## src/rtl/fpms_ram.sv

```systemverilog
module fpms_ram #(
    parameter int WIDTH = 8,
    parameter int DEPTH = 256
) (
    input  logic                     i_clk,
    input  logic                     i_we,
    input  logic [$clog2(DEPTH)-1:0] i_waddr,
    input  logic [WIDTH-1:0]         i_wdata,
    input  logic [$clog2(DEPTH)-1:0] i_raddr,
    output logic [WIDTH-1:0]         o_rdata
);
    logic [WIDTH-1:0] r_mem [DEPTH];

    always_ff @(posedge i_clk) begin
        if (i_we) begin
            r_mem[i_waddr] <= i_wdata;
        end
        o_rdata <= r_mem[i_raddr];
    end
endmodule

```

## config.mk

```make
export PLATFORM = sky130hd
export DESIGN_NAME = fpms_ram
export DESIGN_NICKNAME = d
export VERILOG_FILES = /design/src/rtl/fpms_ram.sv
export SDC_FILE = /design/constraint.sdc
export NUM_CORES = 2
export LEC_CHECK = 0
export BUFFER_PORTS_ARGS = -buffer_cell sky130_fd_sc_hd__buf_2
export CORE_MARGIN = 8
export CORE_UTILIZATION = 63
export DETAILED_ROUTE_END_ITERATION = 7
export PLACE_DENSITY = 0.79
export RECOVER_POWER = 25
export SKIP_CTS_REPAIR_TIMING = 1
export SLEW_MARGIN = 15
export SYNTH_ARGS = -nofsm -noshare
export SYNTH_HDL_FRONTEND = slang
export SYNTH_SLANG_ARGS = --single-unit
```

## constraint.sdc

```tcl
create_clock -name i_clk -period 3.1 [get_ports i_clk]
set_clock_uncertainty 0.15 [all_clocks]
set_input_delay 0.62 -clock i_clk [delete_from_list [all_inputs] [get_ports i_clk]]
set_output_delay 0.62 -clock i_clk [all_outputs]
set_load 0.02 [all_outputs]
```

==> flow_metrics.py <==
metrics = {
    "run_status": {
        "status": "complete, but fails checks",
        "violations": "capacitance limit, slew limit, setup timing",
    },
    "floorplan": {
        "dieArea_um2": 138000,
        "boundaryPins": 34,
        "die_x_um": 371,
        "initial_utilization_pct": 63.4,
        "row_count": 130,
        "die_h_um": 371,
        "coreArea_um2": 125000,
    },
    "logic_synthesis": {
        "synth_nets": 3759,
        "yosys.area.top_type": "edfxtp_1",
        "ys_types": 55,
        "async_reset_ff_share_pct": 0,
        "seq_area_frac_synth_pct": 77.5,
        "synth_edf_count": 2048,
        "netlist_area_um2": 79600,
        "synth_top_cell_area_share_pct": 77.3,
        "yosys_warnings": 0,
        "synth_area_per_cell_um2": 21.3,
        "yosys_most_used_dff": "edfxtp_1",
        "synth-seq-cells": 2056,
        "postSynthCellCount": 3733,
        "synth_area_leaders": "edfxtp_1 (77%), mux4_2 (13%), mux2i_1 (1.7%), nor2_1 (1.3%), a22oi_1 (1.3%)",
    },
    "grt": {
        "grt_max_degree": 114,
        "antenna_found_initial": 5,
        "grt_pass1_wl_mm": 302,
        "globalRouteOverflowTotal": 0,
        "grt_use_total_pct": 30.5,
        "grt_pass1_vias": 43800,
    },
    "cts": {
        "cts_buffer_depth": 3,
        "htreeDepth": 4,
        "cts_buffers": 192,
        "ctsRootBufferMaster": "clkbuf_16",
        "cts_tree": "done",
        "clock_sinks": 2056,
        "cts.clk_slew.worst_paths_ns": 0.07,
        "insertion_delay_ns": 0.84,
    },
    "final_layout": {
        "final_area_um2": 91900,
        "fill_cells": 6470,
        "multiInputGateArea_um2": 16500,
        "regArea_um2": 61700,
        "finalCoreUtilization_pct": 73.3,
        "syn2layout_area_growth_pct": 15.5,
        "nets": 4354,
        "drive_gt1_share_pct": 30.4,
    },
    "worst_setup_path": {
        "start_kind": "input pin",
        "path_buf_inv": 4,
        "cp_slowest_cell": "nor4_1",
        "path_depth": 10,
        "r2r-start": "r_mem[83][3]$_DFFE_PP_",
        "crit_path_cell_trace": "buf_8, buf_12, buf_12, buf_4, mux2i_1, o221ai_1, o22ai_1, nor3_1, nor4_1, nor4_1",
        "cp.required_ns": 3.62,
        "worstRegToRegCells": 6,
        "worstSetupPathType": "input pin to flop",
        "cp-end-kind": "flop",
        "reg2reg_slack_ns": 0.08,
        "r2r_end": "o_rdata[3]$_DFF_P_",
        "arrival_ns": 3.67,
        "crit_fanout": 18,
        "cpPeakStageDelay_ns": 1.08,
        "path_delay_family": "simple AND/OR/NAND/NOR gates",
    },
    "place": {
        "placed_cell_area_um2": 85800,
        "post-dp-hpwl_mm": 123,
        "io_buffers": 33,
        "gp_congestion": 0.877,
    },
    "timing": {
        "drv_slew": 502,
        "final.min_clock_period_ns": 3.15,
        "hold_viol": 0,
        "layout_setup_ws_ns": -0.0546,
        "fin_crit_sh_pct": 102,
        "grt_setup_unrepaired": "false",
        "max_slew_margin_pct": -70.0,
        "hold_ws_ns": 0.248,
        "setup-violations-final": 1,
        "fmax_mhz": 317,
        "worstMarginPinSlew_ns": 2.55,
    },
    "hold_path": {
        "holdPathStages": 3,
        "hold_path_class": "input pin to flop",
        "worstHoldEndpoint": "r_mem[204][3]$_DFFE_PP_",
        "hp-start": "i_waddr[2]",
    },
    "pwr": {
        "vdd_drop_max_v": 0.000624,
        "p_leak_nw": 29.7,
        "power_w": 0.0574,
        "power_density_nw_per_um2": 625,
    },
    "detailed_routing": {
        "drc": 0,
        "drtAntennaViolNets": 0,
        "drt_iter0_markers": 6912,
        "post_drt_wl_per_cell_um": 34.0,
        "drt-pass1-iter-count": 6,
        "drt-total-wl_mm": 209,
        "detail_route.vias_per_cell": 7.07,
        "vias": 43400,
    },
    "job": {
        "drv_cap": 6,
    },
}
==> per-layer routing <==
metal / global-route usage, % / vias to the layer above / wire length, um
li1: - / 16900 / -
met1: 40.6 / 22100 / 70600
met2: 48.4 / 3768 / 100000
met3: 7.24 / 690 / 26300
met4: 14.2 / 2 / 11500
met5: 0 / - / 13
==> where the power goes <==
group / internal [W] / switching, W
Clock: 0.0134 / 0.0101
Combinational: 0.00117 / 0.00193
Sequential: 0.0307 / 0.0000735
==> flip-flops by register name, summed over array words and instances, names as in the netlist <==
| name | flops |
|---|---|
| o_rdata | 8 |
| r_mem | 2048 |
==> tightest hold or removal path, stage by stage <==
cell and delay (ns):
buf_2 0.16, nand3_1 0.17, nor2_1 0.08
==> kinds of logic (layout without fill, tap and decap cells) <==
logic type             Yosys count  count (layout)  synth area share, %
muxes                          591             591                 14.6
AOI/OAI and AO/OA              385             385                 3.42
other                            0               8                    0
buffers and inverters          235             992                 1.83
DFF                           2056            2056                 77.5
and+or+nand+nor                466             466                 2.63
==> synthesized netlist by cell type (all sizes together), types with 10 or more instances <==
cell type  instances
edfxtp          2048
o22ai             28
nand3             34
buf              122
nor2             282
a211oi            16
nand4             10
a21oi             96
nor3              22
a22oi            133
mux4             456
o211ai            10
o21ai             12
nand2             33
nor4              27
nor2b             31
o221ai            47
mux2i            134
a221oi            14
clkbuf           111
==> final cells by class <==
| cell class | instances | area share, % |
|---|---|---|
| Sequential cell | 2056 | 67.1 |
| Timing Repair Buffer | 634 | 5.86 |
| Clock buffer | 243 | 5.51 |
| Tap cell | 1650 | 2.25 |
| Multi-Input combinational cell | 1442 | 18.0 |
| Clock inverter | 113 | 1.29 |
| Antenna cell | 8 | 0.0218 |
| Inverter | 2 | 0.00817 |
==> worst max-delay path by stage <==
stage	from	endpoint	slack, ns
after floorplan	i_raddr[0]	o_rdata[2]$_DFF_P_	0.39
after global placement	i_raddr[0]	o_rdata[4]$_DFF_P_	-0.58
after detailed placement	i_raddr[0]	o_rdata[4]$_DFF_P_	-0.62
after CTS	i_raddr[0]	o_rdata[3]$_DFF_P_	0.13
after global routing	i_raddr[0]	o_rdata[4]$_DFF_P_	0.03
final	i_raddr[0]	o_rdata[4]$_DFF_P_	-0.05
==> cell usage in the layout (no fill, tap or decap), drive strengths merged, types with 28 or more instances in the layout <==
cell type  Yosys  routed
nor2b         31      31
mux4         456     456
edfxtp      2048    2048
nand3         34      34
clkbuf       111     268
a22oi        133     133
o22ai         28      28
nor2         282     282
a21oi         96      96
clkinv         1      80
buf          122     607
o221ai        47      47
mux2i        134     134
nand2         33      33
==> stage by stage <==
stage / setup WS (ns) / TNS (ns) / instances
floorplan: 0.392 / 0 / 3733
global placement: -0.576 / -3.06 / 5782
CTS: 0.132 / 0 / 6138
finish: -0.0546 / -0.0546 / 6148
global route: 0.0347 / 0 / 6140
detailed placement: -0.625 / -3.48 / 5782
Note: power is estimated with default switching activity, not from simulation.
