File: src/rtl/fpms_pkg.sv
package fpms_pkg;

    localparam int CHAR_W  = 8;
    localparam int LEN_W   = 13;
    localparam int QLEN_W  = 6;
    localparam int SCORE_W = 10;
    localparam int EPOS_W  = 9;
    localparam int BON_W   = 5;
    localparam int QREGS   = 4;
    localparam int CFG_AW  = 6;

    localparam logic [2:0] REG_QLEN = 3'd0;
    localparam logic [2:0] REG_QC0  = 3'd1;
    localparam logic [2:0] REG_QC1  = 3'd2;
    localparam logic [2:0] REG_QC2  = 3'd3;
    localparam logic [2:0] REG_QC3  = 3'd4;

    localparam logic [SCORE_W-1:0] FIRST_GAP_COST = 10'd9;
    localparam logic [SCORE_W-1:0] NEXT_GAP_COST  = 10'd1;
    localparam logic [BON_W-1:0]   BASE_BONUS     = 5'd10;
    localparam logic [BON_W-1:0]   SEP_FOLLOW     = 5'd2;
    localparam logic [BON_W-1:0]   SLASH_FOLLOW   = 5'd3;
    localparam logic [BON_W-1:0]   ON_SEP         = 5'd3;
    localparam logic [BON_W-1:0]   TAIL_PATH      = 5'd2;
    localparam logic [BON_W-1:0]   EXACT_UPPER    = 5'd3;

    localparam logic [CHAR_W-1:0] CH_SLASH = 8'h2f;

    typedef struct packed {
        logic              ovf;
        logic              slash_v;
        logic [LEN_W-1:0]  slash;
        logic [LEN_W-1:0]  len;
        logic [QLEN_W-1:0] q;
    } t_job;

    typedef enum logic [1:0] {
        B_IDLE,
        B_RUN,
        B_OUT
    } t_bstate;

    function automatic logic is_sep(input logic [CHAR_W-1:0] c);
        return c == 8'h2f || c == 8'h5f || c == 8'h2d || c == 8'h2e ||
               c == 8'h23 || c == 8'h5c || c == 8'h20;
    endfunction

    function automatic logic is_upper(input logic [CHAR_W-1:0] c);
        return c >= 8'h41 && c <= 8'h5a;
    endfunction

    function automatic logic is_letter(input logic [CHAR_W-1:0] c);
        return is_upper(c) || (c >= 8'h61 && c <= 8'h7a);
    endfunction

    function automatic logic [CHAR_W-1:0] fold(input logic [CHAR_W-1:0] c);
        return is_upper(c) ? c + 8'd32 : c;
    endfunction

endpackage

File: src/rtl/fpms_back.sv
module fpms_back #(
    parameter int MAX_STRING = 256,
    parameter int MAX_QUERY  = 32
) (
    input  logic                          i_clk,
    input  logic                          i_rst_n,
    input  logic                          i_job_v,
    input  fpms_pkg::t_job                i_job,
    output logic                          o_pop,
    input  logic [8*MAX_QUERY-1:0]        i_qchars,
    output logic [$clog2(MAX_STRING)-1:0] o_raddr,
    input  logic [fpms_pkg::CHAR_W-1:0]   i_rdata,
    output logic                          o_done,
    output logic [fpms_pkg::SCORE_W-1:0]  o_score,
    output logic [fpms_pkg::EPOS_W-1:0]   o_epos,
    output logic                          o_too_long
);
    import fpms_pkg::*;

    localparam int AW = $clog2(MAX_STRING);
    localparam int LW = $clog2(MAX_STRING + 1);
    localparam int QW = $clog2(MAX_QUERY + 1);

    t_bstate r_state, n_state;
    t_job    r_job;
    logic [LW-1:0] r_addr, r_pos, r_cpos, r_bpos;
    logic          r_dv, r_upd, r_bv;
    logic [CHAR_W-1:0]  r_prev;
    logic [SCORE_W-1:0] r_best;
    logic [SCORE_W-1:0] r_m [MAX_QUERY+1];
    logic [SCORE_W-1:0] r_g [MAX_QUERY+1];
    logic               r_mv [MAX_QUERY+1];
    logic               r_gv [MAX_QUERY+1];
    logic [SCORE_W-1:0] n_m [MAX_QUERY+1];
    logic [SCORE_W-1:0] n_g [MAX_QUERY+1];
    logic               n_mv [MAX_QUERY+1];
    logic               n_gv [MAX_QUERY+1];
    logic          issue, pop;
    logic [BON_W-1:0] bon;
    logic [QW-1:0] qi;
    logic [SCORE_W-1:0] cm;
    logic          cmv;

    assign qi  = r_job.q[QW-1:0];
    assign cm  = r_m[qi];
    assign cmv = r_mv[qi];

    always_comb begin
        n_state = r_state;
        case (r_state)
            B_IDLE: begin
                if (i_job_v) begin
                    n_state = (i_job.ovf || i_job.q == '0) ? B_OUT : B_RUN;
                end
            end
            B_RUN: begin
                if (!issue && !r_dv && !r_upd) begin
                    n_state = B_OUT;
                end
            end
            B_OUT:   n_state = B_IDLE;
            default: n_state = B_IDLE;
        endcase
    end

    always_comb begin
        pop    = 1'b0;
        issue  = 1'b0;
        o_done = 1'b0;
        case (r_state)
            B_IDLE:  pop = i_job_v;
            B_RUN:   issue = r_addr < LW'(r_job.len);
            B_OUT:   o_done = 1'b1;
            default: pop = 1'b0;
        endcase
    end

    // position bonus
    always_comb begin
        if (r_pos == '0) begin
            bon = BASE_BONUS + SEP_FOLLOW;
        end else if (is_sep(r_prev) && is_letter(i_rdata)) begin
            bon = (r_prev == CH_SLASH) ? BASE_BONUS + SLASH_FOLLOW
                                       : BASE_BONUS + SEP_FOLLOW;
        end else begin
            bon = BASE_BONUS + (is_sep(i_rdata) ? ON_SEP : '0);
        end
        if (r_job.slash_v && r_pos > LW'(r_job.slash)) begin
            bon = bon + TAIL_PATH;
        end
    end

    // one cell per query column, all updated from the previous row
    always_comb begin
        logic [CHAR_W-1:0]  a;
        logic [SCORE_W-1:0] gs, ms, p, sc;
        n_m[0] = '0;  n_g[0] = '0;  n_mv[0] = 1'b1;  n_gv[0] = 1'b1;
        for (int j = 1; j <= MAX_QUERY; j++) begin
            a  = i_qchars[8*(j-1) +: 8];
            gs = (r_gv[j] && r_g[j] >= NEXT_GAP_COST) ? r_g[j] - NEXT_GAP_COST : '0;
            ms = (r_mv[j] && r_m[j] >= FIRST_GAP_COST) ? r_m[j] - FIRST_GAP_COST : '0;
            n_gv[j] = r_mv[j] || r_gv[j];
            n_g[j]  = (gs > ms) ? gs : ms;
            if (!r_mv[j-1]) begin
                p = r_g[j-1];
            end else if (!r_gv[j-1]) begin
                p = r_m[j-1];
            end else begin
                p = (r_m[j-1] > r_g[j-1]) ? r_m[j-1] : r_g[j-1];
            end
            sc = SCORE_W'(bon) +
                 ((is_upper(i_rdata) && a == i_rdata) ? SCORE_W'(EXACT_UPPER) : '0);
            n_mv[j] = (fold(a) == fold(i_rdata)) && (r_mv[j-1] || r_gv[j-1]);
            n_m[j]  = p + sc;
        end
    end

    always_ff @(posedge i_clk) begin
        if (!i_rst_n) begin
            r_state <= B_IDLE;
            r_dv    <= 1'b0;
            r_upd   <= 1'b0;
        end else begin
            r_state <= n_state;
            r_dv    <= issue;
            r_upd   <= r_dv;
        end
    end

    always_ff @(posedge i_clk) begin
        if (pop) begin
            r_job  <= i_job;
            r_addr <= '0;
            r_pos  <= '0;
            r_bv   <= 1'b0;
            r_best <= '0;
            r_bpos <= '0;
            for (int j = 0; j <= MAX_QUERY; j++) begin
                r_m[j]  <= '0;
                r_g[j]  <= '0;
                r_mv[j] <= (j == 0);
                r_gv[j] <= (j == 0);
            end
        end else begin
            if (issue) begin
                r_addr <= r_addr + 1'b1;
            end
            if (r_dv) begin
                r_prev <= i_rdata;
                r_pos  <= r_pos + 1'b1;
                r_cpos <= r_pos + 1'b1;
                for (int j = 0; j <= MAX_QUERY; j++) begin
                    r_m[j]  <= n_m[j];
                    r_g[j]  <= n_g[j];
                    r_mv[j] <= n_mv[j];
                    r_gv[j] <= n_gv[j];
                end
            end
            if (r_upd && cmv && (!r_bv || cm >= r_best)) begin
                r_bv   <= 1'b1;
                r_best <= cm;
                r_bpos <= r_cpos;
            end
        end
    end

    assign o_pop      = pop;
    assign o_raddr    = r_addr[AW-1:0];
    assign o_too_long = r_job.ovf;
    assign o_score    = r_job.ovf ? '0 : (r_job.q == '0) ? SCORE_W'(1) :
                        r_bv ? r_best : '0;
    assign o_epos     = (!r_job.ovf && r_job.q != '0 && r_bv) ? EPOS_W'(r_bpos) : '0;
endmodule

File: config.mk
export PLATFORM = sky130hd
export DESIGN_NAME = fpms_back
export DESIGN_NICKNAME = d
export VERILOG_FILES = /design/src/rtl/fpms_pkg.sv /design/src/rtl/fpms_back.sv
export SDC_FILE = /design/constraint.sdc
export NUM_CORES = 2
export LEC_CHECK = 0
export ABC_CLOCK_PERIOD_IN_PS = 18240
export BUFFER_PORTS_ARGS = -buffer_cell sky130_fd_sc_hd__buf_2
export CORE_MARGIN = 3
export CORE_UTILIZATION = 23
export DETAILED_ROUTE_END_ITERATION = 10
export PLACE_DENSITY = 0.35
export SYNTH_ARGS = -nofsm -noshare
export SYNTH_HDL_FRONTEND = slang
export SYNTH_SLANG_ARGS = --single-unit
File: constraint.sdc
create_clock -name i_clk -period 18.24 [get_ports i_clk]
set_input_delay 1.824 -clock i_clk [delete_from_list [all_inputs] [get_ports i_clk]]
set_output_delay 1.824 -clock i_clk [all_outputs]
set_load 0.02 [all_outputs]
==> key figures <==
Flow run
  – Max Cap Violations: 0

Pwr
  – Power Density: 73.0 mW/mm^2
  – Static Leakage: 38.4 nW
  – Overall Power: 0.00715 W
  – Worst vdd ir: 75.1 uV

Route
  – Drt drc: 0
  – Final WL: 335000 um
  – WL/cell: 22.0 um
  – Vias/cell: 4.85
  – Via count: 74000
  – Final ANT Viol Nets: 0
  – First-pass iteration count of the detailed router: 5
  – DRT iter0 DRCs: 4237

Finish
  – Share of cells above drive strength 1: 0.104
  – Syn-to-layout area delta: 13.5%
  – # fillers: 40100
  – # nets final: 11600

Placement
  – Placer Congestion: 0.855
  – Post-DP HPWL: 258000 um
  – Pre-CTS WS: 9.59 ns
  – Port Buffers: 322

Yosys
  – Synth Register Bits: 781
  – Largest family of logic cells by synthesized area: simple AND/OR/NAND/NOR gates
  – Ys flop type: edfxtp_1
  – Mapped Cells: 9910
  – Register area share after synthesis: 0.266
  – Count of different cell masters after synthesis: 88
  – Post-Synthesis Cell Area: 0.0863 sq mm
  – Post-Synth XOR/XNOR Area: 0.0931
  – Adder-cell share of the synthesized area: 0.170
  – Compound-Gate Fraction of Synth Area: 0.140
  – Mux cell area share after synthesis: 0.0701
  – Syn Area/Cell: 8.71 sq um
  – Synth async-reset ratio: 0
  – EDFF count, synth: 732
  – Synth warn: 0
  – Post-synthesis simple-gate area fraction: 0.211

Floorplan
  – Rows: 224
  – Die Y-Extent: 619 um
  – Initial core utilization: 0.231
  – I/O Pins: 331
  – Core area: 0.373 sq mm
  – Die area: 0.383 sq mm
  – Die W: 619 um

Clocking
  – Post-CTS sizing: 0
  – CTS tree: built
  – Clock Latency Late Sink: 0.88 ns
  – Post-CTS Setup Bufs: 0
  – Post-CTS Hold Buffers: 0
  – CTS max path bufs: 4
  – CTS Sinks: 781
  – TritonCTS Buffers: 119
  – Clock H-tree levels: 3
  – Clock slew at reported path FFs: 0.06 ns
  – Clk root buf: clkbuf_16

Timing
  – Layout Skew: 0.0646 ns
  – Final setup TNS: 0 ns
  – Setup ws final: 10.52 ns
  – Hold WS: 0.467 ns
  – Setup-failing EPs final: 0
  – Crit share post-route: 0.423
  – RSZ-0062 raised after global routing: no
  – Max Slew Vio Count: 0
  – Least-Margin Pin Slew: 1.28 ns
  – Hold Vio Cnt, Final: 0
  – Fmax: 130 MHz
  – Post-route minimum period: 7.72 ns
  – Relative slew slack: 0.147

Critical path
  – Crit. End Element: register
  – Reg2reg start: r_pos[1]
  – Worst-path maximum fanout: 25
  – Worst EP arrival: 8.32 ns
  – Setup CP Type: in2reg
  – Worst setup path end: r_m[4][7]
  – R2R cell count: 21
  – Worst Setup SP: i_rdata[6]
  – Worst R2R End: r_m[4][7]
  – Flop2flop setup slack: 12.01 ns
  – WP data required: 18.84 ns
  – CP Launch Type: primary input

Global routing
  – Vias in the first global route: 74900
  – Largest net degree at the start of global routing: 155
  – All-Layer GR Usage: 0.171
  – Overflow after GRT: 0
  – Global-route wire length before repair: 495000 um
  – Initial antenna violation count: 25

Min path
  – Min-delay worst type: reg2reg
  – HP Start: r_state[1]

Status
  – Status: finished, final reports clean
-- cell usage in the layout (no fill, tap or decap), types with 63 or more instances in the layout --
cell type | synthesis | final
a211oi_1 | 70 | 70
a21o_1 | 218 | 217
a21oi_1 | 591 | 590
and3_1 | 137 | 137
buf_2 | 34 | 314
buf_4 | 29 | 130
clkbuf_16 | 0 | 127
conb_1 | 2 | 63
edfxtp_1 | 732 | 732
ha_1 | 1111 | 1110
inv_1 | 699 | 696
mux2i_1 | 350 | 350
mux4_2 | 84 | 84
nand2_1 | 771 | 768
nand2b_1 | 232 | 231
nand3_1 | 243 | 243
nand4_1 | 191 | 191
nor2_1 | 885 | 885
nor2b_1 | 90 | 90
nor3_1 | 331 | 327
nor4_1 | 121 | 121
o21a_1 | 87 | 87
o21ai_0 | 365 | 364
o21bai_1 | 80 | 80
or2_2 | 198 | 198
or3_1 | 158 | 158
xnor2_1 | 686 | 686
xor2_1 | 231 | 231
-- registers in the layout, summed over array words and instances, names as in the netlist, 6 cells and up, named ones only --
signal and count:
qi 6, r_addr 9, r_best 10, r_bpos 9
r_cpos 9, r_g 310, r_gv 31, r_job 19
r_m 316, r_mv 33, r_pos 9, r_prev 8
-- final cells by class --
class                      instances  area, sq um  share of cell area
clock inverter                    57          534             0.00546
tap                             4972         6220              0.0635
sequential                       781        23000               0.235
clock buffer                     159         3450              0.0352
antenna                           28         70.1            0.000716
inverter                         702         2650              0.0270
multi-input combinational       8093        59400               0.607
timing repair buffer             447         2610              0.0266
-- cells by family after synthesis --
| logic type | after synthesis |
|---|---|
| compound gates | 1847 |
| mux | 492 |
| xor+xnor | 917 |
| other cells | 2 |
| simple gates | 3625 |
| fa+ha+maj | 1149 |
| flops | 781 |
| buf+inv | 1097 |
-- through the flow --
step	cell area (sq um)	util	instances
3_5_place_dp	93800	0.252	15000
2_1_floorplan	86500	-	9971
5_1_grt	97900	0.262	15200
3_3_place_gp	93800	0.252	15000
6_report	97900	0.262	15200
4_1_cts	97800	0.262	15200
-- worst max-delay path: stages --
cell and delay (ns):
buf_4 0.33, buf_4 0.62, nand2b_2 0.26, o31ai_2 0.39
a221oi_4 0.13, a2bb2oi_1 0.17, or3b_1 0.45, inv_1 0.13
ha_4 0.28, inv_4 0.32, buf_4 0.84, xnor2_1 0.17
ha_1 0.32, ha_1 0.23, fa_1 0.41, a21o_1 0.20
a21oi_1 0.23, o21bai_1 0.17, nand2_1 0.11, xnor2_1 0.12
nor2_1 0.06, a211oi_1 0.43
-- routing by layer --
layer,share of wire,vias up,GRT usage
met1,0.44,36200,0.213
met5,0.000069,-,0
met3,0.032,326,0.0175
met4,0.036,4,0.0584
li1,-,36300,-
met2,0.49,1154,0.303
-- Yosys cell counts (all sizes together), types with 90 or more instances --
| library cell | number | area (sq um) |
|---|---|---|
| ha | 1111 | 13900 |
| nor2 | 886 | 3330 |
| nand2 | 771 | 2890 |
| edfxtp | 732 | 22000 |
| inv | 701 | 2630 |
| xnor2 | 686 | 6010 |
| a21oi | 591 | 2960 |
| o21ai | 369 | 1850 |
| mux2i | 350 | 3500 |
| nor3 | 331 | 1660 |
| clkbuf | 279 | 1050 |
| nand3 | 244 | 1230 |
| nand2b | 233 | 1460 |
| xor2 | 231 | 2020 |
| a21o | 218 | 1640 |
| or2 | 199 | 1240 |
| nand4 | 191 | 1190 |
| or3 | 158 | 988 |
| and3 | 137 | 857 |
| nor4 | 121 | 757 |
| buf | 116 | 602 |
| nor2b | 90 | 563 |
-- how the worst min path moves through the flow --
stage	to	slack (ns)	cells past startpoint
after floorplan	r_mv[0]	0.41	1
after global placement	r_state[1]	0.45	1
after detailed placement	r_state[1]	0.46	1
after CTS	r_state[1]	0.47	1
after global routing	r_bpos[1]	0.50	2
final	r_state[1]	0.47	1
-- report_power, final --
group / internal (W) / total, W / switching (W)
combinational: 0.000968 / 0.00233 / 0.00136
sequential: 0.00211 / 0.00239 / 0.000287
clock: 0.00145 / 0.00243 / 0.000975
total: 0.00453 / 0.00715 / 0.00262
Note: power is estimated with default switching activity, not from simulation.
