`config.mk`:
```
export PLATFORM = sky130hd
export DESIGN_NAME = fpms_front
export DESIGN_NICKNAME = d
export VERILOG_FILES = /design/src/rtl/fpms_pkg.sv /design/src/rtl/fpms_front.sv
export SDC_FILE = /design/constraint.sdc
export NUM_CORES = 1
export LEC_CHECK = 0
export BUFFER_PORTS_ARGS = -buffer_cell sky130_fd_sc_hd__clkbuf_2
export CAP_MARGIN = 30
export CORE_UTILIZATION = 25
export DETAILED_ROUTE_END_ITERATION = 10
export SYNTH_ARGS = -nofsm -noshare
export SYNTH_HDL_FRONTEND = slang
export SYNTH_SLANG_ARGS = --single-unit
```
`constraint.sdc`:
```
create_clock -name i_clk -period 2.1 [get_ports i_clk]
set_clock_uncertainty 0.05 [all_clocks]
set_input_delay 0 -clock i_clk [delete_from_list [all_inputs] [get_ports i_clk]]
set_output_delay 0 -clock i_clk [all_outputs]
set_load 0.05 [all_outputs]
```
`src/rtl/fpms_pkg.sv`:
```
package fpms_pkg;

    localparam int CHAR_W  = 8;
    localparam int LEN_W   = 13;
    localparam int QLEN_W  = 6;
    localparam int SCORE_W = 10;
    localparam int EPOS_W  = 9;
    localparam int BON_W   = 5;
    localparam int QREGS   = 4;
    localparam int CFG_AW  = 6;

    localparam logic [2:0] REG_QLEN = 3'd0;
    localparam logic [2:0] REG_QC0  = 3'd1;
    localparam logic [2:0] REG_QC1  = 3'd2;
    localparam logic [2:0] REG_QC2  = 3'd3;
    localparam logic [2:0] REG_QC3  = 3'd4;

    localparam logic [SCORE_W-1:0] FIRST_GAP_COST = 10'd9;
    localparam logic [SCORE_W-1:0] NEXT_GAP_COST  = 10'd1;
    localparam logic [BON_W-1:0]   BASE_BONUS     = 5'd10;
    localparam logic [BON_W-1:0]   SEP_FOLLOW     = 5'd2;
    localparam logic [BON_W-1:0]   SLASH_FOLLOW   = 5'd3;
    localparam logic [BON_W-1:0]   ON_SEP         = 5'd3;
    localparam logic [BON_W-1:0]   TAIL_PATH      = 5'd2;
    localparam logic [BON_W-1:0]   EXACT_UPPER    = 5'd3;

    localparam logic [CHAR_W-1:0] CH_SLASH = 8'h2f;

    typedef struct packed {
        logic              ovf;
        logic              slash_v;
        logic [LEN_W-1:0]  slash;
        logic [LEN_W-1:0]  len;
        logic [QLEN_W-1:0] q;
    } t_job;

    typedef enum logic [1:0] {
        B_IDLE,
        B_RUN,
        B_OUT
    } t_bstate;

    function automatic logic is_sep(input logic [CHAR_W-1:0] c);
        return c == 8'h2f || c == 8'h5f || c == 8'h2d || c == 8'h2e ||
               c == 8'h23 || c == 8'h5c || c == 8'h20;
    endfunction

    function automatic logic is_upper(input logic [CHAR_W-1:0] c);
        return c >= 8'h41 && c <= 8'h5a;
    endfunction

    function automatic logic is_letter(input logic [CHAR_W-1:0] c);
        return is_upper(c) || (c >= 8'h61 && c <= 8'h7a);
    endfunction

    function automatic logic [CHAR_W-1:0] fold(input logic [CHAR_W-1:0] c);
        return is_upper(c) ? c + 8'd32 : c;
    endfunction

endpackage

```
`src/rtl/fpms_front.sv`:
```
module fpms_front #(
    parameter int MAX_STRING = 256,
    parameter int MAX_QUERY  = 32
) (
    input  logic                        i_clk,
    input  logic                        i_rst_n,
    input  logic                        i_start,
    input  logic [fpms_pkg::CHAR_W-1:0] i_text_char,
    input  logic                        i_last_char,
    input  logic [fpms_pkg::QLEN_W-1:0] i_qlen,
    output logic                        o_busy,
    output logic                        o_we,
    output logic [$clog2(MAX_STRING)-1:0] o_waddr,
    output logic [fpms_pkg::CHAR_W-1:0] o_wdata,
    output logic                        o_job_v,
    output fpms_pkg::t_job              o_job,
    input  logic                        i_pop,
    input  logic                        i_done
);
    import fpms_pkg::*;

    localparam int AW = $clog2(MAX_STRING);
    localparam int LW = $clog2(MAX_STRING + 1);

    logic          r_busy, r_jv, r_slash_v, r_ovf;
    logic [LW-1:0] r_len, r_slash;
    t_job          r_job;
    logic          acc, room;
    logic [LW-1:0] n_len;
    logic          n_slash_v, n_ovf;
    logic [LW-1:0] n_slash;
    logic [QLEN_W-1:0] qc;

    assign acc  = i_start && !r_busy;
    assign room = r_len < LW'(MAX_STRING);

    always_comb begin
        n_len     = r_len;
        n_slash   = r_slash;
        n_slash_v = r_slash_v;
        n_ovf     = r_ovf;
        if (room) begin
            n_len = r_len + 1'b1;
            if (i_text_char == CH_SLASH && r_len != '0) begin
                n_slash   = r_len;
                n_slash_v = 1'b1;
            end
        end else begin
            n_ovf = 1'b1;
        end
        qc = (i_qlen > QLEN_W'(MAX_QUERY)) ? QLEN_W'(MAX_QUERY) : i_qlen;
    end

    always_ff @(posedge i_clk) begin
        if (!i_rst_n) begin
            r_busy    <= 1'b0;
            r_jv      <= 1'b0;
            r_len     <= '0;
            r_slash   <= '0;
            r_slash_v <= 1'b0;
            r_ovf     <= 1'b0;
        end else begin
            if (i_pop) begin
                r_jv <= 1'b0;
            end
            if (i_done) begin
                r_busy <= 1'b0;
            end
            if (acc) begin
                if (i_last_char) begin
                    r_busy    <= 1'b1;
                    r_jv      <= 1'b1;
                    r_len     <= '0;
                    r_slash   <= '0;
                    r_slash_v <= 1'b0;
                    r_ovf     <= 1'b0;
                end else begin
                    r_len     <= n_len;
                    r_slash   <= n_slash;
                    r_slash_v <= n_slash_v;
                    r_ovf     <= n_ovf;
                end
            end
        end
    end

    always_ff @(posedge i_clk) begin
        if (acc && i_last_char) begin
            r_job.ovf     <= n_ovf;
            r_job.slash_v <= n_slash_v;
            r_job.slash   <= LEN_W'(n_slash);
            r_job.len     <= LEN_W'(n_len);
            r_job.q       <= qc;
        end
    end

    assign o_busy  = r_busy;
    assign o_we    = acc && room;
    assign o_waddr = r_len[AW-1:0];
    assign o_wdata = i_text_char;
    assign o_job_v = r_jv;
    assign o_job   = r_job;
endmodule

```
==> results of run 1 <==
## worst min-delay path: stages
cell and delay (ns):
sky130_fd_sc_hd__clkbuf_2 0.15, sky130_fd_sc_hd__nand2_1 0.14, sky130_fd_sc_hd__a21boi_0 0.09
## stage by stage
step / worst slack, ns / cell area, sq um / power, mW / hold WS [ns]
2_1_floorplan: 0.168 / 2230 / 1.26 / 0.117
3_3_place_gp: 0.0979 / 2530 / 1.30 / 0.227
6_report: 0.0840 / 2740 / 1.94 / 0.0715
3_5_place_dp: 0.00840 / 2530 / 1.30 / 0.234
4_1_cts: 0.000972 / 2720 / 1.96 / 0.0219
5_1_grt: 0.00345 / 2740 / 2.01 / 0.114
## metal layers
metal / routed length (um) / GRT usage, %
met1: 2030 / 12.6
met2: 2210 / 17.0
met3: 315 / 2.92
met4: 72 / 4.10
met5: 0 / 0
## synthesized netlist by cell type, types with 3 or more instances
cell type | count | share of area, %
sky130_fd_sc_hd__o22ai_1 | 8 | 2.3
sky130_fd_sc_hd__o21ai_0 | 3 | 0.68
sky130_fd_sc_hd__nand2_1 | 24 | 4.1
sky130_fd_sc_hd__mux2_2 | 9 | 4.6
sky130_fd_sc_hd__nor2b_1 | 11 | 3.1
sky130_fd_sc_hd__dfxtp_1 | 22 | 20
sky130_fd_sc_hd__a22oi_1 | 4 | 1.4
sky130_fd_sc_hd__nand4b_1 | 3 | 1.2
sky130_fd_sc_hd__nor3_1 | 3 | 0.68
sky130_fd_sc_hd__xnor2_1 | 6 | 2.4
sky130_fd_sc_hd__clkbuf_1 | 10 | 1.7
sky130_fd_sc_hd__nor2_1 | 8 | 1.4
sky130_fd_sc_hd__buf_4 | 24 | 8.2
sky130_fd_sc_hd__nand2b_1 | 5 | 1.4
sky130_fd_sc_hd__inv_1 | 5 | 0.85
sky130_fd_sc_hd__a21boi_0 | 4 | 1.4
sky130_fd_sc_hd__edfxtp_1 | 26 | 35
## kinds of logic after synthesis
group	after synthesis
AND/OR/NAND/NOR	68
flip-flops	48
buffers and inverters	40
AO/OA/AOI/OAI	27
multiplexers	9
XOR/XNOR	6
adder cells (fa/ha/maj)	2
other	1
## flip-flops by register name (all words and copies together), names as in the netlist
register,cells
o_job,26
r_ovf,1
r_len,9
o_job_v,1
r_slash_v,1
r_slash,9
o_busy,1
## final cells by class
class | instances | share of cell area (%)
multi-input combinational | 120 | 28.5
tap | 105 | 4.80
clock inverter | 2 | 1.28
timing repair buffer | 82 | 17.4
inverter | 5 | 0.686
clock buffer | 6 | 2.65
sequential | 48 | 44.6
## power by group through the flow
stage / registers (mW) / logic [mW] / clock network (mW)
2_1_floorplan: 1.11 / 0.153 / 0
3_3_place_gp: 1.04 / 0.267 / 0
3_5_place_dp: 1.04 / 0.267 / 0
4_1_cts: 1.02 / 0.280 / 0.667
5_1_grt: 1.02 / 0.295 / 0.699
6_report: 1.02 / 0.279 / 0.647
## timing repair
| action | 4_1_cts | 5_1_grt |
|---|---|---|
| setup endpoints to repair | 0 | 12 |
| endpoints found under the hold margin | 8 | 0 |
| resized for setup | 0 | 3 |
| buffers inserted | 0 | 1 |
| hold buffers | 8 | 0 |
## worst max-delay path by stage
stage / startpoint / end / slack, ns / cells after the start
global placement: r_len[8] / o_job[25] / 0.1 / 4
detailed placement: r_len[8] / o_job[22] / 0.008 / 4
CTS: r_len[8] / o_job[22] / 0.001 / 4
floorplan: o_busy / o_job[0] / 0.17 / 4
finish: r_len[8] / o_job[21] / 0.08 / 5
global route: r_len[1] / o_job[22] / 0.003 / 6
==> impl_metrics.prom, run 1 <==
# TYPE chip_impl_metric gauge
chip_impl_info{name="run_status",value="finished, final reports clean"} 1
chip_impl_metric{name="route.detailed.drc",unit=""} 0
chip_impl_metric{name="grtUsageTotal",unit="%"} 10.3
chip_impl_info{name="highest_count_cells_in_the_layout_ignoring_fill_and_taps",value="sky130_fd_sc_hd__clkbuf_2 (64), sky130_fd_sc_hd__edfxtp_1 (26), sky130_fd_sc_hd__nand2_1 (24), sky130_fd_sc_hd__dfxtp_1 (22), sky130_fd_sc_hd__nor2b_1 (11)"} 1
chip_impl_metric{name="cp_data_required_time",unit="ns"} 2.10
chip_impl_metric{name="fin_nets",unit=""} 284
chip_impl_metric{name="report.final.slew_viol_count",unit=""} 0
chip_impl_metric{name="synthesis.area",unit="sq um"} 2210
chip_impl_metric{name="synth.mux.area_fraction",unit="%"} 4.59
chip_impl_metric{name="post_synth_and_or_nand_nor_area_fraction",unit="%"} 17.1
chip_impl_metric{name="clock_power_share",unit="%"} 33.3
chip_impl_metric{name="detail_route.first_pass.iterations",unit=""} 4
chip_impl_metric{name="yosys_register_bits",unit=""} 48
chip_impl_info{name="crit-reg2reg-capture",value="o_job[21]"} 1
chip_impl_metric{name="utilization",unit="%"} 32.6
chip_impl_metric{name="seq_power_share",unit="%"} 52.3
chip_impl_metric{name="synth.avg_cell_area",unit="sq um"} 11.0
chip_impl_info{name="cpLargestDelayFamily",value="simple AND/OR/NAND/NOR gates"} 1
chip_impl_metric{name="sum_of_net_half_perimeters_after_detailed_placement",unit="um"} 3340
chip_impl_metric{name="multi_input_area",unit="sq um"} 781
chip_impl_info{name="cts_tree",value="built"} 1
chip_impl_metric{name="synth-warning-count",unit=""} 0
chip_impl_metric{name="cts_htree_levels",unit=""} 2
chip_impl_metric{name="layout-area-overhead-vs-synth",unit="%"} 24.0
chip_impl_metric{name="ff2ff_path_depth",unit=""} 5
chip_impl_metric{name="area.sequential",unit="sq um"} 1220
chip_impl_metric{name="number_of_global_route_vias_before_repair",unit=""} 1374
chip_impl_metric{name="grt_antenna_before_repair",unit=""} 0
chip_impl_info{name="hold_path_class",value="in2reg"} 1
chip_impl_metric{name="cellLeakagePower",unit="nW"} 1.13
chip_impl_metric{name="global_route.overflow_total",unit=""} 0
chip_impl_metric{name="postRouteWirelength",unit="um"} 4630
chip_impl_metric{name="crit_fanout",unit=""} 10
chip_impl_info{name="combinational_family_with_the_most_area_after_synthesis",value="simple AND/OR/NAND/NOR gates"} 1
chip_impl_metric{name="design.die.area",unit="sq um"} 9200
chip_impl_metric{name="timing.final.setup_violations",unit=""} 0
chip_impl_metric{name="clock_network_latency_to_the_later_pin_of_the_worst_skew_pair",unit="ns"} 0.30
chip_impl_metric{name="floorplan.rows",unit=""} 33
chip_impl_metric{name="synth_sequential_area_ratio",unit="%"} 55.4
chip_impl_info{name="min_to",value="o_job_v"} 1
chip_impl_metric{name="numPortBuffers",unit=""} 64
chip_impl_metric{name="placedCellCount",unit=""} 351
chip_impl_metric{name="async_set_or_reset_flop_fraction_in_the_synthesized_netlist",unit="%"} 0
chip_impl_metric{name="max-vdd-ir-drop",unit="mV"} 0.236
chip_impl_info{name="worst_hold_path_startpoint",value="i_last_char"} 1
chip_impl_metric{name="path_clk_slew",unit="ns"} 0.09
chip_impl_info{name="rsz0062_at_grt",value="no"} 1
chip_impl_metric{name="finalWeightedCongestion",unit=""} 0.727
chip_impl_metric{name="post_drt_wl_per_cell",unit="um"} 12.6
chip_impl_info{name="setup_cp_type",value="reg2reg"} 1
chip_impl_metric{name="worst_ep_arrival_time",unit="ns"} 2.01
chip_impl_metric{name="nFillCells",unit=""} 879
chip_impl_metric{name="postSynthCellCount",unit=""} 201
chip_impl_metric{name="drive_gt1_share",unit="%"} 36.9
chip_impl_metric{name="detail_route.iter0.violations",unit=""} 59
chip_impl_metric{name="slew_headroom",unit="%"} 63.6
chip_impl_info{name="clk_root_buffer_cell",value="sky130_fd_sc_hd__clkbuf_8"} 1
chip_impl_metric{name="slowest_delay",unit="ns"} 0.54
chip_impl_metric{name="layout_min_cycle_time",unit="ns"} 2.02
chip_impl_metric{name="clock_sink_count",unit=""} 48
chip_impl_metric{name="dieWidth",unit="um"} 95.9
chip_impl_info{name="critical-path-slowest-cell",value="sky130_fd_sc_hd__or4b_4"} 1
chip_impl_metric{name="proportion_of_power_drawn_by_combinational_gates",unit="%"} 14.4
chip_impl_metric{name="yosys.area_share.xor_xnor",unit="%"} 2.38
chip_impl_metric{name="ctsLongestPathBuffers",unit=""} 2
chip_impl_metric{name="io-pin-count",unit=""} 73
chip_impl_metric{name="finalHoldViolations",unit=""} 0
chip_impl_metric{name="internal_power",unit="mW"} 1.43
chip_impl_metric{name="antenna_cells",unit=""} 0
chip_impl_metric{name="number_of_clock_buffers_inserted_by_tritoncts",unit=""} 5
chip_impl_metric{name="worstHoldPathCells",unit=""} 3
chip_impl_metric{name="timing.final.crit_share",unit="%"} 96.0
chip_impl_metric{name="ant_nets",unit=""} 0
chip_impl_metric{name="dieHeight",unit="um"} 95.9
chip_impl_metric{name="number_of_library_cell_types_mapped_by_synthesis",unit=""} 37
chip_impl_metric{name="synth-edff-count",unit=""} 26
chip_impl_metric{name="synthesized_area_fraction_occupied_by_ao_oa_aoi_and_oai_cells",unit="%"} 8.34
chip_impl_info{name="most_frequent_standard_cell_in_the_layout_excluding_fill_and_tap_cells",value="sky130_fd_sc_hd__clkbuf_2"} 1
chip_impl_metric{name="maxCapViolations",unit=""} 0
chip_impl_info{name="startpoint_type",value="flop"} 1
chip_impl_metric{name="core",unit="sq um"} 8380
chip_impl_info{name="timing.rr.start",value="r_len[8]"} 1
chip_impl_metric{name="cellPowerDensity",unit="nW/um^2"} 710
chip_impl_metric{name="tightestPinTransition",unit="ns"} 0.546
chip_impl_metric{name="grt_max_degree",unit=""} 30
chip_impl_metric{name="fmaxAchievable",unit="MHz"} 496
chip_impl_metric{name="power_switching",unit="mW"} 0.512
chip_impl_info{name="yosys_most_used_dff",value="sky130_fd_sc_hd__edfxtp_1"} 1
chip_impl_info{name="endpoint_kind",value="flop"} 1
chip_impl_metric{name="finalSetupTns",unit="ns"} 0
chip_impl_metric{name="detail_route.vias_per_cell",unit=""} 4.33
chip_impl_metric{name="grt_first_pass_wirelength",unit="um"} 6980
chip_impl_metric{name="power.share.switching",unit="%"} 26.4
chip_impl_metric{name="start_util",unit="%"} 26.3
chip_impl_info{name="cp_cell_sequence",value="or4b_4 -> nor4_4 -> buf_4 -> nand2_4 -> mux2_2"} 1
chip_impl_metric{name="synth_fa_ha_area_share",unit="%"} 1.13
chip_impl_metric{name="via_count",unit=""} 1594
chip_impl_metric{name="critical_path.n_buffers_inverters",unit=""} 1
chip_impl_metric{name="post_layout_nonfiller_instances",unit=""} 368
chip_impl_metric{name="reg2reg_slack",unit="ns"} 0.08
Note: power is estimated with default switching activity, not from simulation.
==> run 2, diff against run 1 <==
--- a/config.mk
+++ b/config.mk
@@ -7,8 +7,12 @@
 export LEC_CHECK = 0
 export BUFFER_PORTS_ARGS = -buffer_cell sky130_fd_sc_hd__clkbuf_2
 export CAP_MARGIN = 30
+export CELL_PAD_IN_SITES_DETAIL_PLACEMENT = 1
+export CELL_PAD_IN_SITES_GLOBAL_PLACEMENT = 2
 export CORE_UTILIZATION = 25
 export DETAILED_ROUTE_END_ITERATION = 10
+export PLACE_DENSITY_LB_ADDON = 0.1
+export REMOVE_ABC_BUFFERS = 1
 export SYNTH_ARGS = -nofsm -noshare
 export SYNTH_HDL_FRONTEND = slang
 export SYNTH_SLANG_ARGS = --single-unit
==> run 2 against run 1 <==
  * Critical path depth did not move
  * Clock-buffer cell count fell by 1
  * Die area did not move
  * Register-to-register slack barely moved
  * Sequential power barely moved
  * Wire length rose by 22%
  * Critical path type unchanged
  * Highest routed layer unchanged
==> impl_metrics.prom, run 2 (synthesized netlist as in run 1, its figures left out) <==
# TYPE chip_impl_metric gauge
chip_impl_metric{name="met3WireLength",unit="um"} 288
chip_impl_metric{name="worst_ep_arrival_time",unit="ns"} 2.20
chip_impl_metric{name="report.power.total",unit="mW"} 1.86
chip_impl_info{name="setup_cp_type",value="reg2reg"} 1
chip_impl_info{name="critical-path-slowest-cell",value="sky130_fd_sc_hd__or4b_4"} 1
chip_impl_metric{name="sum_of_net_half_perimeters_after_detailed_placement",unit="um"} 3960
chip_impl_metric{name="max-vdd-ir-drop",unit="mV"} 0.273
chip_impl_metric{name="nFillCells",unit=""} 966
chip_impl_metric{name="ant_nets",unit=""} 0
chip_impl_info{name="rsz0062_at_grt",value="yes"} 1
chip_impl_metric{name="core",unit="sq um"} 8380
chip_impl_metric{name="largest_register_ffs",unit=""} 26
chip_impl_metric{name="timing.final.crit_share",unit="%"} 96.7
chip_impl_metric{name="clock_sink_count",unit=""} 48
chip_impl_metric{name="finalWeightedCongestion",unit=""} 0.726
chip_impl_metric{name="path_clk_slew",unit="ns"} 0.10
chip_impl_metric{name="placedCellCount",unit=""} 356
chip_impl_metric{name="antenna_cells",unit=""} 0
chip_impl_metric{name="postRouteWirelength",unit="um"} 5660
chip_impl_metric{name="cts_htree_levels",unit=""} 2
chip_impl_metric{name="report.final.slew_viol_count",unit=""} 0
chip_impl_info{name="cp_cell_sequence",value="or4b_4 -> nor4_4 -> buf_4 -> nand3_1 -> o22ai_1"} 1
chip_impl_metric{name="cp_data_required_time",unit="ns"} 2.27
chip_impl_metric{name="post_cts.resized_instances",unit=""} 0
chip_impl_metric{name="layout_min_cycle_time",unit="ns"} 2.03
chip_impl_metric{name="slowest_delay",unit="ns"} 0.54
chip_impl_metric{name="cellLeakagePower",unit="nW"} 1.13
chip_impl_info{name="run_status",value="finished, final reports clean"} 1
chip_impl_metric{name="route.met2.wl",unit="um"} 2650
chip_impl_info{name="topRoutingLayerUsed",value="met4"} 1
chip_impl_metric{name="number_of_clock_buffers_inserted_by_tritoncts",unit=""} 5
chip_impl_metric{name="final_critical_path_setup_slack",unit="ns"} 0.0697
chip_impl_metric{name="cellPowerDensity",unit="nW/um^2"} 681
chip_impl_metric{name="clock_network_latency_to_the_later_pin_of_the_worst_skew_pair",unit="ns"} 0.30
chip_impl_metric{name="detail_route.first_pass.iterations",unit=""} 2
chip_impl_metric{name="number_of_global_route_vias_before_repair",unit=""} 1719
chip_impl_metric{name="crit_fanout",unit=""} 8
chip_impl_metric{name="grt_antenna_before_repair",unit=""} 0
chip_impl_info{name="most_frequent_standard_cell_in_the_layout_excluding_fill_and_tap_cells",value="sky130_fd_sc_hd__clkbuf_2"} 1
chip_impl_info{name="cpLargestDelayFamily",value="simple AND/OR/NAND/NOR gates"} 1
chip_impl_metric{name="ctsLongestPathBuffers",unit=""} 2
chip_impl_metric{name="finalHoldViolations",unit=""} 0
chip_impl_metric{name="detail_route.iter0.violations",unit=""} 53
chip_impl_metric{name="dieHeight",unit="um"} 95.9
chip_impl_metric{name="grtUsageTotal",unit="%"} 13.1
chip_impl_metric{name="tightestPinTransition",unit="ns"} 0.620
chip_impl_metric{name="global_route.overflow_total",unit=""} 0
chip_impl_metric{name="drive_gt1_share",unit="%"} 37.5
chip_impl_info{name="clk_root_buffer_cell",value="sky130_fd_sc_hd__clkbuf_8"} 1
chip_impl_metric{name="critical_path.n_buffers_inverters",unit=""} 1
chip_impl_metric{name="finalSetupTns",unit="ns"} 0
chip_impl_metric{name="grt_max_degree",unit=""} 30
chip_impl_metric{name="timing.final.setup_violations",unit=""} 0
chip_impl_metric{name="dieWidth",unit="um"} 95.9
chip_impl_metric{name="maxCapViolations",unit=""} 0
chip_impl_metric{name="slew_headroom",unit="%"} 58.7
chip_impl_metric{name="placement.setup.worst_slack",unit="ns"} 0.0730
chip_impl_metric{name="start_util",unit="%"} 26.3
chip_impl_metric{name="fmaxAchievable",unit="MHz"} 493
chip_impl_metric{name="via_count",unit=""} 1650
chip_impl_metric{name="numPortBuffers",unit=""} 64
chip_impl_metric{name="routedLengthMet1",unit="um"} 2660
chip_impl_metric{name="design.die.area",unit="sq um"} 9200
chip_impl_metric{name="post_drt_wl_per_cell",unit="um"} 15.2
chip_impl_metric{name="fin_nets",unit=""} 288
chip_impl_metric{name="grt_first_pass_wirelength",unit="um"} 8890
chip_impl_metric{name="layout-area-overhead-vs-synth",unit="%"} 23.9
chip_impl_metric{name="io-pin-count",unit=""} 73
chip_impl_metric{name="cts_post_setup_buffers_inserted",unit=""} 0
chip_impl_metric{name="route.detailed.drc",unit=""} 0
chip_impl_metric{name="floorplan.rows",unit=""} 33
chip_impl_info{name="highest_count_cells_in_the_layout_ignoring_fill_and_taps",value="sky130_fd_sc_hd__clkbuf_2 (64), sky130_fd_sc_hd__edfxtp_1 (26), sky130_fd_sc_hd__nand2_1 (24), sky130_fd_sc_hd__dfxtp_1 (22), sky130_fd_sc_hd__buf_4 (14)"} 1
chip_impl_info{name="startpoint_type",value="flop"} 1
chip_impl_metric{name="post_layout_nonfiller_instances",unit=""} 372
chip_impl_info{name="cts_tree",value="built"} 1
chip_impl_info{name="endpoint_kind",value="flop"} 1
chip_impl_metric{name="detail_route.vias_per_cell",unit=""} 4.44
chip_impl_info{name="hold_path_class",value="in2reg"} 1
run 2: changes by cell type in the layout (fill, tap and decap cells not counted), sizes merged:
cell	change
clkinv	+2
buf	+4
bufinv	-1
clkbuf	-1
run 2: path summary, 6_finish.rpt:
check	startpoint	endpoint	slack, ns	depth (start not counted)
worst max-delay path	r_len[8]	r_slash[7]	0.07	5
worst min-delay path	i_last_char	o_busy	0.07	3
worst max register to register	r_len[8]	r_slash[7]	0.07	5
worst min register to register	r_slash[8]	r_slash[8]	0.38	2
run 2: power by group:
part,leakage (nW),switching [mW],total [mW],internal (mW)
Combinational,0.655,0.216,0.285,0.0695
Sequential,0.431,0.00669,1.01,1.01
Clock,0.0479,0.329,0.562,0.233
run 2: through the flow:
stage               hold WS [ns]  cell area (sq um)  utilization [%]
finish                    0.0685               2730             32.6
CTS                       0.0684               2730             32.6
global route               0.102               2730             32.6
detailed placement         0.237               2570             30.6
global placement           0.229               2570             30.6
floorplan                -0.0500               2010                -
run 2: area by class of cell:
class / instances / area, sq um / share of cell area (%)
Clock buffer: 5 / 68.8 / 2.52
Clock inverter: 3 / 18.8 / 0.686
Inverter: 5 / 18.8 / 0.686
Multi-Input combinational cell: 120 / 769 / 28.1
Sequential cell: 48 / 1220 / 44.7
Tap cell: 105 / 131 / 4.81
Timing Repair Buffer: 86 / 505 / 18.5
run 2: layer usage:
layer  vias to the layer above  global-route usage [%]
met5                         -                       0
met2                        57                    23.1
met4                         0                    4.48
met3                         5                    2.61
met1                       796                    15.9
li1                        792                       -
run 2: worst min-delay path: stages:
cell and delay (ns):
sky130_fd_sc_hd__clkbuf_2 0.15, sky130_fd_sc_hd__nand2_1 0.14, sky130_fd_sc_hd__a21boi_0 0.09
run 2: timing repair:
action                                  CTS  global route
endpoints found under the setup margin    0            11
hold endpoints to repair                  8             0
hold buffers                              8             0
